File: src/sv/crc32c_pkg.sv
// shared types, constants and elaboration-time helpers for the crc-32c word engine
// no dependencies; used by crc32c_lane, crc32c_shift and crc32c_wide_update
package crc32c_pkg;

	localparam int unsigned WORD_BYTES = 8;
	localparam int unsigned CRC_W      = 32;

	localparam logic [31:0] CRC_POLY   = 32'h82F6_3B78;
	localparam logic [31:0] CRC_INVERT = 32'hFFFF_FFFF;

	typedef logic [31:0] crc_t;
	typedef logic [3:0]  byte_cnt_t;

	// advance a reflected crc register over nbytes zero bytes
	// only called with constant arguments to build xor matrices
	function automatic crc_t crc_zero_bytes(crc_t crc_in, int unsigned nbytes);
		crc_t r;
		r = crc_in;
		for (int unsigned b = 0; b < 8 * WORD_BYTES; b++) begin
			if (b < 8 * nbytes) begin
				r = r[0] ? ((r >> 1) ^ CRC_POLY) : (r >> 1);
			end
		end
		return r;
	endfunction

endpackage

File: src/sv/crc32c_lane.sv
// one byte lane: crc contribution of the byte at a fixed slot of an eight-byte word
// depends on crc32c_pkg for crc_zero_bytes and types
module crc32c_lane #(
	parameter int unsigned POS = 0
) (
	input  logic [7:0]        lane_byte,
	output crc32c_pkg::crc_t  lane_crc
);

	crc32c_pkg::crc_t terms [8];

	// each data bit maps to a fixed column: fold of that bit, then the zero bytes after it
	for (genvar i = 0; i < 8; i++) begin : g_col
		localparam crc32c_pkg::crc_t COL =
			crc32c_pkg::crc_zero_bytes(crc32c_pkg::crc_t'(1) << i,
				crc32c_pkg::WORD_BYTES - POS);
		assign terms[i] = lane_byte[i] ? COL : '0;
	end

	always_comb begin
		lane_crc = '0;
		for (int i = 0; i < 8; i++) begin
			lane_crc = lane_crc ^ terms[i];
		end
	end

endmodule

File: src/sv/crc32c_shift.sv
// advances the running crc register over 0 to 8 zero bytes in one step
// depends on crc32c_pkg for crc_zero_bytes and types
module crc32c_shift (
	input  crc32c_pkg::crc_t      crc_in,
	input  crc32c_pkg::byte_cnt_t nbytes,
	output crc32c_pkg::crc_t      crc_out
);

	localparam int unsigned NMAT = crc32c_pkg::WORD_BYTES + 1;

	crc32c_pkg::crc_t terms [NMAT][crc32c_pkg::CRC_W];
	crc32c_pkg::crc_t shifted [NMAT];

	for (genvar n = 0; n < NMAT; n++) begin : g_mat
		for (genvar j = 0; j < crc32c_pkg::CRC_W; j++) begin : g_col
			localparam crc32c_pkg::crc_t COL =
				crc32c_pkg::crc_zero_bytes(crc32c_pkg::crc_t'(1) << j, n);
			assign terms[n][j] = crc_in[j] ? COL : '0;
		end
	end

	always_comb begin
		for (int n = 0; n < NMAT; n++) begin
			shifted[n] = '0;
			for (int j = 0; j < crc32c_pkg::CRC_W; j++) begin
				shifted[n] = shifted[n] ^ terms[n][j];
			end
		end
	end

	// nbytes is already saturated to the word size upstream
	always_comb begin
		if (nbytes < crc32c_pkg::byte_cnt_t'(NMAT)) begin
			crc_out = shifted[nbytes];
		end else begin
			crc_out = shifted[NMAT-1];
		end
	end

endmodule

File: src/sv/crc32c_wide_update.sv
// crc-32c (castagnoli, reflected polynomial 0x82f63b78) over a byte stream fed as
// 64-bit little-endian words of 1 to 8 valid low-order bytes. a beat with first set
// starts from the inverted initial_crc, every beat folds its bytes into the running
// register, and a beat with last set returns the register inverted as crc_value.
// throughput is one input beat per clock unless a last beat finds the result slot
// full; crc_value is registered after stage 1. the rate is set by feedback of the
// running register through the zero-byte shift matrix and one xor with the lane crc.
// a byte count of zero folds nothing; counts above eight act as eight.
// depends on crc32c_pkg, crc32c_lane and crc32c_shift
module crc32c_wide_update (
	input  logic        clk,
	input  logic        arst_n,
	// input channel
	input  logic        in_valid,
	output logic        in_stall,
	input  logic [63:0] data_word,
	input  logic [3:0]  byte_count,
	input  logic        first,
	input  logic        last,
	input  logic [31:0] initial_crc,
	// result channel
	output logic        out_valid,
	input  logic        out_stall,
	output logic [31:0] crc_value
);

	// input side: saturate the count and right-align the valid bytes to the top of
	// the word, so leading zero bytes (which leave a zero register untouched) fill
	// the low slots and a fixed eight-lane fold gives the data-only crc
	crc32c_pkg::byte_cnt_t nsat;
	crc32c_pkg::byte_cnt_t pad;
	logic [6:0]            shamt;
	logic [63:0]           aligned;
	crc32c_pkg::crc_t      lane_crc [crc32c_pkg::WORD_BYTES];
	crc32c_pkg::crc_t      data_crc;

	always_comb begin
		if (byte_count > crc32c_pkg::byte_cnt_t'(crc32c_pkg::WORD_BYTES)) begin
			nsat = crc32c_pkg::byte_cnt_t'(crc32c_pkg::WORD_BYTES);
		end else begin
			nsat = byte_count;
		end
		pad     = crc32c_pkg::byte_cnt_t'(crc32c_pkg::WORD_BYTES) - nsat;
		shamt   = {pad, 3'b000};
		aligned = data_word << shamt;
	end

	// parallel byte lanes, each a fixed xor matrix
	for (genvar p = 0; p < crc32c_pkg::WORD_BYTES; p++) begin : g_lane
		crc32c_lane #(
			.POS (p)
		) u_lane (
			.lane_byte (aligned[8*p +: 8]),
			.lane_crc  (lane_crc[p])
		);
	end

	// merge: xor of all lanes
	always_comb begin
		data_crc = '0;
		for (int p = 0; p < crc32c_pkg::WORD_BYTES; p++) begin
			data_crc = data_crc ^ lane_crc[p];
		end
	end

	// stage 1 registers
	logic                  valid_s1;
	crc32c_pkg::crc_t      data_crc_s1;
	crc32c_pkg::byte_cnt_t nbytes_s1;
	logic                  first_s1;
	logic                  last_s1;
	crc32c_pkg::crc_t      init_s1;

	// result register
	logic                  out_valid_q;
	crc32c_pkg::crc_t      crc_q;
	crc32c_pkg::crc_t      running_q;

	logic                  out_free;
	logic                  adv_s1;
	logic                  in_take;

	// a stage-1 beat without last never waits; one with last needs a free result slot
	assign out_free = !out_valid_q || !out_stall;
	assign adv_s1   = valid_s1 && (!last_s1 || out_free);
	assign in_stall = valid_s1 && !adv_s1;
	assign in_take  = in_valid && !in_stall;

	always_ff @(posedge clk or negedge arst_n) begin
		if (!arst_n) begin
			valid_s1 <= 1'b0;
		end else if (in_take) begin
			valid_s1 <= 1'b1;
		end else if (adv_s1) begin
			valid_s1 <= 1'b0;
		end
	end

	always_ff @(posedge clk) begin
		if (in_take) begin
			data_crc_s1 <= data_crc;
			nbytes_s1   <= nsat;
			first_s1    <= first;
			last_s1     <= last;
			init_s1     <= initial_crc;
		end
	end

	// stage 2: running register update, start value chosen by first
	crc32c_pkg::crc_t start_crc;
	crc32c_pkg::crc_t shifted_crc;
	crc32c_pkg::crc_t next_crc;

	assign start_crc = first_s1 ? (init_s1 ^ crc32c_pkg::CRC_INVERT) : running_q;

	crc32c_shift u_shift (
		.crc_in  (start_crc),
		.nbytes  (nbytes_s1),
		.crc_out (shifted_crc)
	);

	assign next_crc = shifted_crc ^ data_crc_s1;

	always_ff @(posedge clk or negedge arst_n) begin
		if (!arst_n) begin
			running_q   <= '0;
			out_valid_q <= 1'b0;
		end else begin
			if (adv_s1) begin
				running_q <= next_crc;
			end
			if (adv_s1 && last_s1) begin
				out_valid_q <= 1'b1;
			end else if (!out_stall) begin
				out_valid_q <= 1'b0;
			end
		end
	end

	always_ff @(posedge clk) begin
		if (adv_s1 && last_s1) begin
			crc_q <= next_crc ^ crc32c_pkg::CRC_INVERT;
		end
	end

	assign out_valid = out_valid_q;
	assign crc_value = crc_q;

endmodule

File: config.mk
export PLATFORM = sky130hd
export DESIGN_NAME = crc32c_wide_update
export DESIGN_NICKNAME = d
export VERILOG_FILES = /design/src/sv/crc32c_pkg.sv /design/src/sv/crc32c_lane.sv /design/src/sv/crc32c_shift.sv /design/src/sv/crc32c_wide_update.sv
export SDC_FILE = /design/constraint.sdc
export NUM_CORES = 1
export LEC_CHECK = 0
export ABC_AREA = 0
export BUFFER_PORTS_ARGS = -buffer_cell sky130_fd_sc_hd__clkbuf_2
export CORE_UTILIZATION = 30
export DETAILED_ROUTE_END_ITERATION = 10
export GPL_ROUTABILITY_DRIVEN = 1
export PLACE_DENSITY_LB_ADDON = 0.1
export SYNTH_ARGS = -nofsm -noshare
export SYNTH_HDL_FRONTEND = slang
export SYNTH_SLANG_ARGS = --single-unit
File: constraint.sdc
create_clock -name clk -period 4.4 [get_ports clk]
set_clock_uncertainty 0.15 [all_clocks]
set_input_delay 0.22 -clock clk [delete_from_list [all_inputs] [get_ports clk]]
set_output_delay 0.22 -clock clk [all_outputs]
set_load 0.1 [all_outputs]
== Word level (Yosys, flattened, before mapping) ==
Index checks and enable logic that the tools add are counted.

* Flip-flop bits (word level): 136
* Word-level logic and storage cells: 735
* Output and inout port bits: 34

* Reductions and logical operators: 12
* $lt $le $gt $ge: 3
* Equality and inequality tests: 1
* Multiplexer cells: 362
* Bitwise logic cells: 346
* Add/sub/neg operators: 1
* Shifts and indexed selects: 1

{| class="wikitable"
|+ Operator list
! operator !! number
|-
| 32-bit XOR || 343
|-
| 32-bit 2-to-1 mux || 151
|-
| 31-bit 2-to-1 mux || 63
|-
| 30-bit 2-to-1 mux || 38
|-
| 29-bit 2-to-1 mux || 22
|-
| 28-bit 2-to-1 mux || 7
|-
| 32-bit binary-select mux with 4-bit select || 1
|-
| 32-bit inverter || 2
|-
| 64-bit by 7-bit left shift with 64-bit output || 1
|-
| 16-bit 2-to-1 mux || 3
|-
| 24-bit 2-to-1 mux || 2
|-
| 23-bit 2-to-1 mux || 2
|-
| 15-bit 2-to-1 mux || 3
|-
| 22-bit 2-to-1 mux || 2
|-
| 14-bit 2-to-1 mux || 3
|-
| 21-bit 2-to-1 mux || 2
|-
| 20-bit 2-to-1 mux || 2
|-
| 13-bit 2-to-1 mux || 3
|-
| 19-bit 2-to-1 mux || 2
|-
| 12-bit 2-to-1 mux || 3
|-
| 18-bit 2-to-1 mux || 2
|-
| 17-bit 2-to-1 mux || 2
|-
| 11-bit 2-to-1 mux || 3
|-
| 8-bit 2-to-1 mux || 4
|-
| 22 further kinds || 60
|}

== Longest topological paths before layout ==
* Depth in word-level cells: 40
* Mapped depth: 21
* Mapped depth without buffers: 12

== Modules after synthesis ==
A second synthesis with hierarchy kept.

* Cell total of the unflattened synthesis: 2862
* Area total of the unflattened synthesis: 28985.3 µm²

{| class="wikitable"
|+ By module, submodules not included
! module !! area each (µm²) !! instances !! cells an instance
|-
| crc32c_shift || 15143.3 || 1 || 1662
|-
| crc32c_wide_update || 8816.0 || 1 || 771
|-
| crc32c_lane (g_lane[1].u_lane) || 748.2 || 1 || 55
|-
| crc32c_lane (g_lane[7].u_lane) || 676.9 || 1 || 56
|-
| crc32c_lane (g_lane[4].u_lane) || 659.4 || 1 || 51
|-
| crc32c_lane (g_lane[5].u_lane) || 644.4 || 1 || 56
|-
| crc32c_lane (g_lane[2].u_lane) || 616.8 || 1 || 56
|-
| crc32c_lane (g_lane[6].u_lane) || 584.3 || 1 || 52
|-
| crc32c_lane (g_lane[3].u_lane) || 571.8 || 1 || 50
|-
| crc32c_lane (g_lane[0].u_lane) || 524.3 || 1 || 53
|}

== Worst setup path before layout ==
No wires, ideal clock.

* Path type: input port to flip-flop
* Start: input byte_count[3]
* End: register data_crc_s1[25] (data pin)
* Data arrival time: 4.055 ns
* Setup slack: -0.070 ns
* Cell stages on the path: 19
* Path buffers: 8
* Data required time: 3.986 ns
* Cell sequence: nand2b_1 > buf_6 > buf_6 > buf_6 > buf_4 > buf_2 > ha_1 > buf_4 > clkinv_1 > buf_4 > mux4_2 > a22o_1 > buf_2 > xnor2_1 > xor2_1 > xnor3_1 > xor2_1 > xnor2_1 > xnor2_1

* Cells in the longest elaborated chain, start to end: 19
* Elaborated cells between the ends (all ways): 96

{| class="wikitable"
|+ RTL lines
! item !! line !! RTL
|-
| from (decl) || crc32c_wide_update.sv:17 || <nowiki>input logic [3:0] byte_count,</nowiki>
|-
| 4-bit > comparator || crc32c_wide_update.sv:38 || <nowiki>if (byte_count > crc32c_pkg::byte_cnt_t'(crc32c_pkg::WORD_BYTES)) begin</nowiki>
|-
| 4-bit 2-to-1 mux * || crc32c_wide_update.sv:38 ||
|-
| 4-bit subtractor * || crc32c_wide_update.sv:43 || <nowiki>pad = crc32c_pkg::byte_cnt_t'(crc32c_pkg::WORD_BYTES) - nsat;</nowiki>
|-
| 64-bit by 7-bit left shift with 64-bit output * || crc32c_wide_update.sv:45 || <nowiki>aligned = data_word << shamt;</nowiki>
|-
| 32-bit 2-to-1 mux || crc32c_lane.sv:17 || <nowiki>assign terms[i] = lane_byte[i] ? COL : '0;</nowiki>
|-
| 32-bit XOR (7 in a row) || crc32c_lane.sv:23 || <nowiki>lane_crc = lane_crc ^ terms[i];</nowiki>
|-
| 32-bit XOR (6 in a row) || crc32c_wide_update.sv:62 || <nowiki>data_crc = data_crc ^ lane_crc[p];</nowiki>
|-
| 32-bit XOR * || crc32c_wide_update.sv:62 ||
|-
| net data_crc[25] || crc32c_wide_update.sv:35 || <nowiki>crc32c_pkg::crc_t data_crc;</nowiki>
|-
| to (signal assigned) || crc32c_wide_update.sv:101 || <nowiki>data_crc_s1 <= data_crc;</nowiki>
|-
| to (decl) || crc32c_wide_update.sv:68 || <nowiki>crc32c_pkg::crc_t data_crc_s1;</nowiki>
|}

The timed path passes the listed nets; every way through them passes the cells marked *.
A chain may end at the register's enable or synchronous reset.

== Worst setup path after layout ==
* Start: register first_s1
* End: register running_q[5]

* Cells in the longest elaborated chain, start to end: 38
* Elaborated cells between the ends (all ways): 375

{| class="wikitable"
|+ RTL lines
! item !! line !! RTL
|-
| from (decl) || crc32c_wide_update.sv:70 || <nowiki>logic first_s1;</nowiki>
|-
| from (signal assigned) || crc32c_wide_update.sv:103 || <nowiki>first_s1 <= first;</nowiki>
|-
| 32-bit 2-to-1 mux * || crc32c_wide_update.sv:114 || <nowiki>assign start_crc = first_s1 ? (init_s1 ^ crc32c_pkg::CRC_INVERT) : running_q;</nowiki>
|-
| 31-bit 2-to-1 mux (tied with other cells) || crc32c_shift.sv:18 || <nowiki>assign terms[n][j] = crc_in[j] ? COL : '0;</nowiki>
|-
| 32-bit XOR (31 in a row) || crc32c_shift.sv:26 || <nowiki>shifted[n] = shifted[n] ^ terms[n][j];</nowiki>
|-
| 32-bit binary-select mux with 4-bit select || crc32c_shift.sv:34 || <nowiki>crc_out = shifted[nbytes];</nowiki>
|-
| 32-bit 2-to-1 mux (implied by the code) (2 in a row) || crc32c_shift.sv:34 ||
|-
| 32-bit 2-to-1 mux * || crc32c_shift.sv:33 || <nowiki>if (nbytes < crc32c_pkg::byte_cnt_t'(NMAT)) begin</nowiki>
|-
| 32-bit XOR * || crc32c_wide_update.sv:122 || <nowiki>assign next_crc = shifted_crc ^ data_crc_s1;</nowiki>
|-
| to (signal assigned) || crc32c_wide_update.sv:130 || <nowiki>running_q <= next_crc;</nowiki>
|-
| to (decl) || crc32c_wide_update.sv:77 || <nowiki>crc32c_pkg::crc_t running_q;</nowiki>
|}

Mark *: on every way between the ends. The rest lies on a longest branch, timed or not. The select of a mux whose other input is x is not followed.

==> summary.md <==
| Metric | Value |
|---|---|
| Status | finished clean |
| Worst min-delay path startpoint | byte_count[2] |
| WL final | slightly above 200000 um |
| Largest net degree at the start of global routing | between 70 and 80 |
| Die W | around 320 um |
| DR vias/cell | ~5.3 |
| CP Max Fanout | 25 |
| Area growth from synthesis to layout | 29.29% |
| Area of the multi-input gates | 0.02620 mm^2 |
| Max-cap viol count | 0 |
| CTS H-tree lvls | 4 |
| Post-DP HPWL | approximately 170000 um |
| Gr usage total | roughly two fifths |
| DRT antenna net count | 0 |
| GPL Wtd Cong | 1.106 |
| Root cell of the clock tree | clkbuf_16 |
| FMAX | approximately 230 MHz |
| Critical path cell sequence | buf_12 -> buf_4 -> nor2b_1 -> a21oi_2 -> buf_4 -> xnor2_1 -> buf_4 -> xor2_1 -> buf_4 -> xor3_1 -> mux2i_1 -> nand2_1 -> a21oi_4 -> buf_4 -> xnor2_1 -> o21ai_0 |
| Worst skew pair latency | approximately 0.48 ns |
| Worst setup EP type | flip-flop |
| Vias in the first global route | about 28000 |
| CTS sink count | about 140 |
| Min setup slack post-route | roughly 0.0010 ns |
| Period utilisation layout | ~100% |
| # diodes | 0 |
| Post-synthesis net count | around 3100 |
| Remaining DRCs | 0 |
| Share of the synthesized area in the top cell type | 30.62% |
| Ports | between 100 and 150 |
| Vias | 27422 |
| WP data arrival | 4.59 ns |
| Total iterations of the first detailed-routing run | 6 |
| Initial antenna violation count | 6 |
| Nets | 3859 |
| Core area | a little over 0.1 mm^2 |
| Max-slew violations | 0 |
| Worst setup SP type | flip-flop |
| Slowest cell on crit path | edfxtp_1 |
| Asr flop ratio synth | between 20% and 30% |
| Min cycle time layout | 4.399 ns |
| Dpl ws | -0.4315 ns |
| Setup violators final | 0 |
| Chip height | 322.4 um |
| Initial Util | between 30% and 40% |
| Rel. slew slack | around 20% |
| Synth Cell Area | approximately 0.031 mm^2 |
| Most numerous cell in the Yosys netlist | xnor2_1 |
| Total congestion overflow | 0 |
| Share of layout cells above drive strength 1 | between 30% and 40% |
| Slowest cell delay on critical path | 0.49 ns |
| Most frequent cells after synthesis | 1077 x xnor2_1, 450 x xor2_1, 192 x xnor3_1 |
| Syn_area_per_cell | about 10 um^2 |
| Worst Max-Slew Pin Slew | approximately 1.2 ns |
| Unrepaired setup endpoints after global routing | true |
| Required @ worst endpoint | between 4 and 5 ns |
| FP Rows | about 120 |
| Final hold violation count | 0 |
| CTS tree | built |
| Main synth FF type | edfxtp_1 |
| Hold Crit Class | in -> reg |
| Clock tree buffer depth | 2 |
| Ys Warns | 0 |
| First-pass GRT wire length | about 260000 um |
| DR iter-0 viols | approximately 2800 |
| Reg area | ~0.0039 mm^2 |
| Top cells by area, synth | xnor2_1 31%, xnor3_1 14%, xor2_1 13% |
| Die Area | 0.1040 mm^2 |
| Syn Inst Count | a little over 3000 |
| Reg2reg start | first_s1$_DFFE_PP_ |
| Buffers on Ports | roughly 140 |
| Wire per inst | 39.20 um |
| CTS clk-pin slew, worst paths | 0.09 ns |
| Final hold slack | 0.1201 ns |
| CP dominant cell by count | buf_4 |
| TritonCTS Buffers | 17 |
| Seq cells post-synth | 136 |
| Number of fill cells | about 10000 |
| Crit path from | first_s1$_DFFE_PP_ |
| EDFF count, synth | ~100 |
| Yosys cell types | 78 |
| Share of the yosys chip area belonging to registers | between 10% and 20% |
| Synth area leader | xnor2_1 |
| WS Path Type | reg -> reg |
==> state kept, by name (all words and copies together) (netlist names) <==
signal       count
crc_value       32
data_crc_s1     32
init_s1         32
running_q       32
nbytes_s1        4
first_s1         1
last_s1          1
out_valid        1
valid_s1         1
==> metal layers <==
| metal | global-route usage [%] | vias up | routed length [um] |
|---|---|---|---|
| met1 | 45.13 | 13882 | 75870 |
| met4 | 29.75 | 8 | 18820 |
| met2 | 62.48 | 1425 | 92530 |
| li1 | - | 11598 | - |
| met5 | 0 | - | 55 |
| met3 | 6.316 | 509 | 13940 |
==> cells in the final DEF (no fill, tap or decap), types with 13 or more instances in the layout <==
master,count
dlygate4sd3_1,40
a21oi_1,38
o21ai_1,18
nand2_1,175
buf_12,60
edfxtp_1,102
a22oi_1,20
xor3_1,29
o21ai_0,56
dfrtp_1,30
buf_4,658
xnor2_2,31
xnor3_1,189
mux2i_2,51
xnor2_1,1057
nor2_1,121
mux2i_4,29
a211oi_1,18
xor2_1,439
clkbuf_2,139
mux2i_1,104
nand3_1,23
o21ai_2,22
nor3_1,19
o211ai_1,13
xor2_2,16
mux4_2,36
clkbuf_16,17
==> kinds of logic after synthesis <==
group / count (synthesis) / synth area share (%)
mux: 228 / 10.52
simple gates: 382 / 5.199
compound gates: 300 / 7.043
buf+inv: 225 / 3.790
fa+ha+maj: 1 / 0.04061
flops: 136 / 12.71
xor+xnor: 1767 / 60.70
==> metrics by stage <==
| stage | utilization (%) | setup TNS (ns) | cells | cell area, um^2 |
|---|---|---|---|---|
| final | 39.14 | 0 | 5133 | 39820 |
| after global routing | 39.14 | -0.02406 | 5133 | 39820 |
| after CTS | 38.89 | 0 | 5129 | 39570 |
| after detailed placement | 37.65 | -5.988 | 5048 | 38310 |
| after global placement | 37.65 | -6.878 | 5048 | 38310 |
| after floorplan | - | 0 | 3039 | 30830 |
==> path summary, 6_finish.rpt <==
kind	end	slack, ns	cells after the start
min in group asynchronous	out_valid$_DFFE_PN0P_	0.29	2
min	nbytes_s1[2]$_DFFE_PP_	0.12	3
max reg2reg	running_q[5]$_DFFE_PN0P_	0.001	16
max	running_q[5]$_DFFE_PN0P_	0.001	16
min reg2reg	out_valid$_DFFE_PN0P_	0.40	1
max in group asynchronous	running_q[23]$_DFFE_PN0P_	3.09	2
==> cell type report <==
| class | count | area share, % |
|---|---|---|
| Tap cell | 1368 | 4.298 |
| Inverter | 16 | 0.2262 |
| Clock inverter | 15 | 0.4461 |
| Sequential cell | 136 | 9.840 |
| Multi-Input combinational cell | 2678 | 65.79 |
| Timing Repair inverter | 2 | 0.05027 |
| Timing Repair Buffer | 901 | 18.29 |
| Clock buffer | 17 | 1.068 |
==> critical path: cells and delay by family, from the launching register on <==
family	cells	cell delay, ns
compound gates	3	0.69
xor+xnor	4	0.95
buf+inv	6	1.28
flops	1	0.49
mux	1	0.28
simple gates	2	0.38
==> repair_timing <==
item	CTS	global route
gates resized for setup	25	38
buffers inserted	7	4
hold buffers	40	0
pin swaps	2	3
endpoints found under the hold margin	72	0
gates cloned	2	0
setup endpoints to repair	31	37
Power is left out: the tool's default activity adds up to more than one toggle a clock period on the data nets, which glitch-free logic cannot reach.
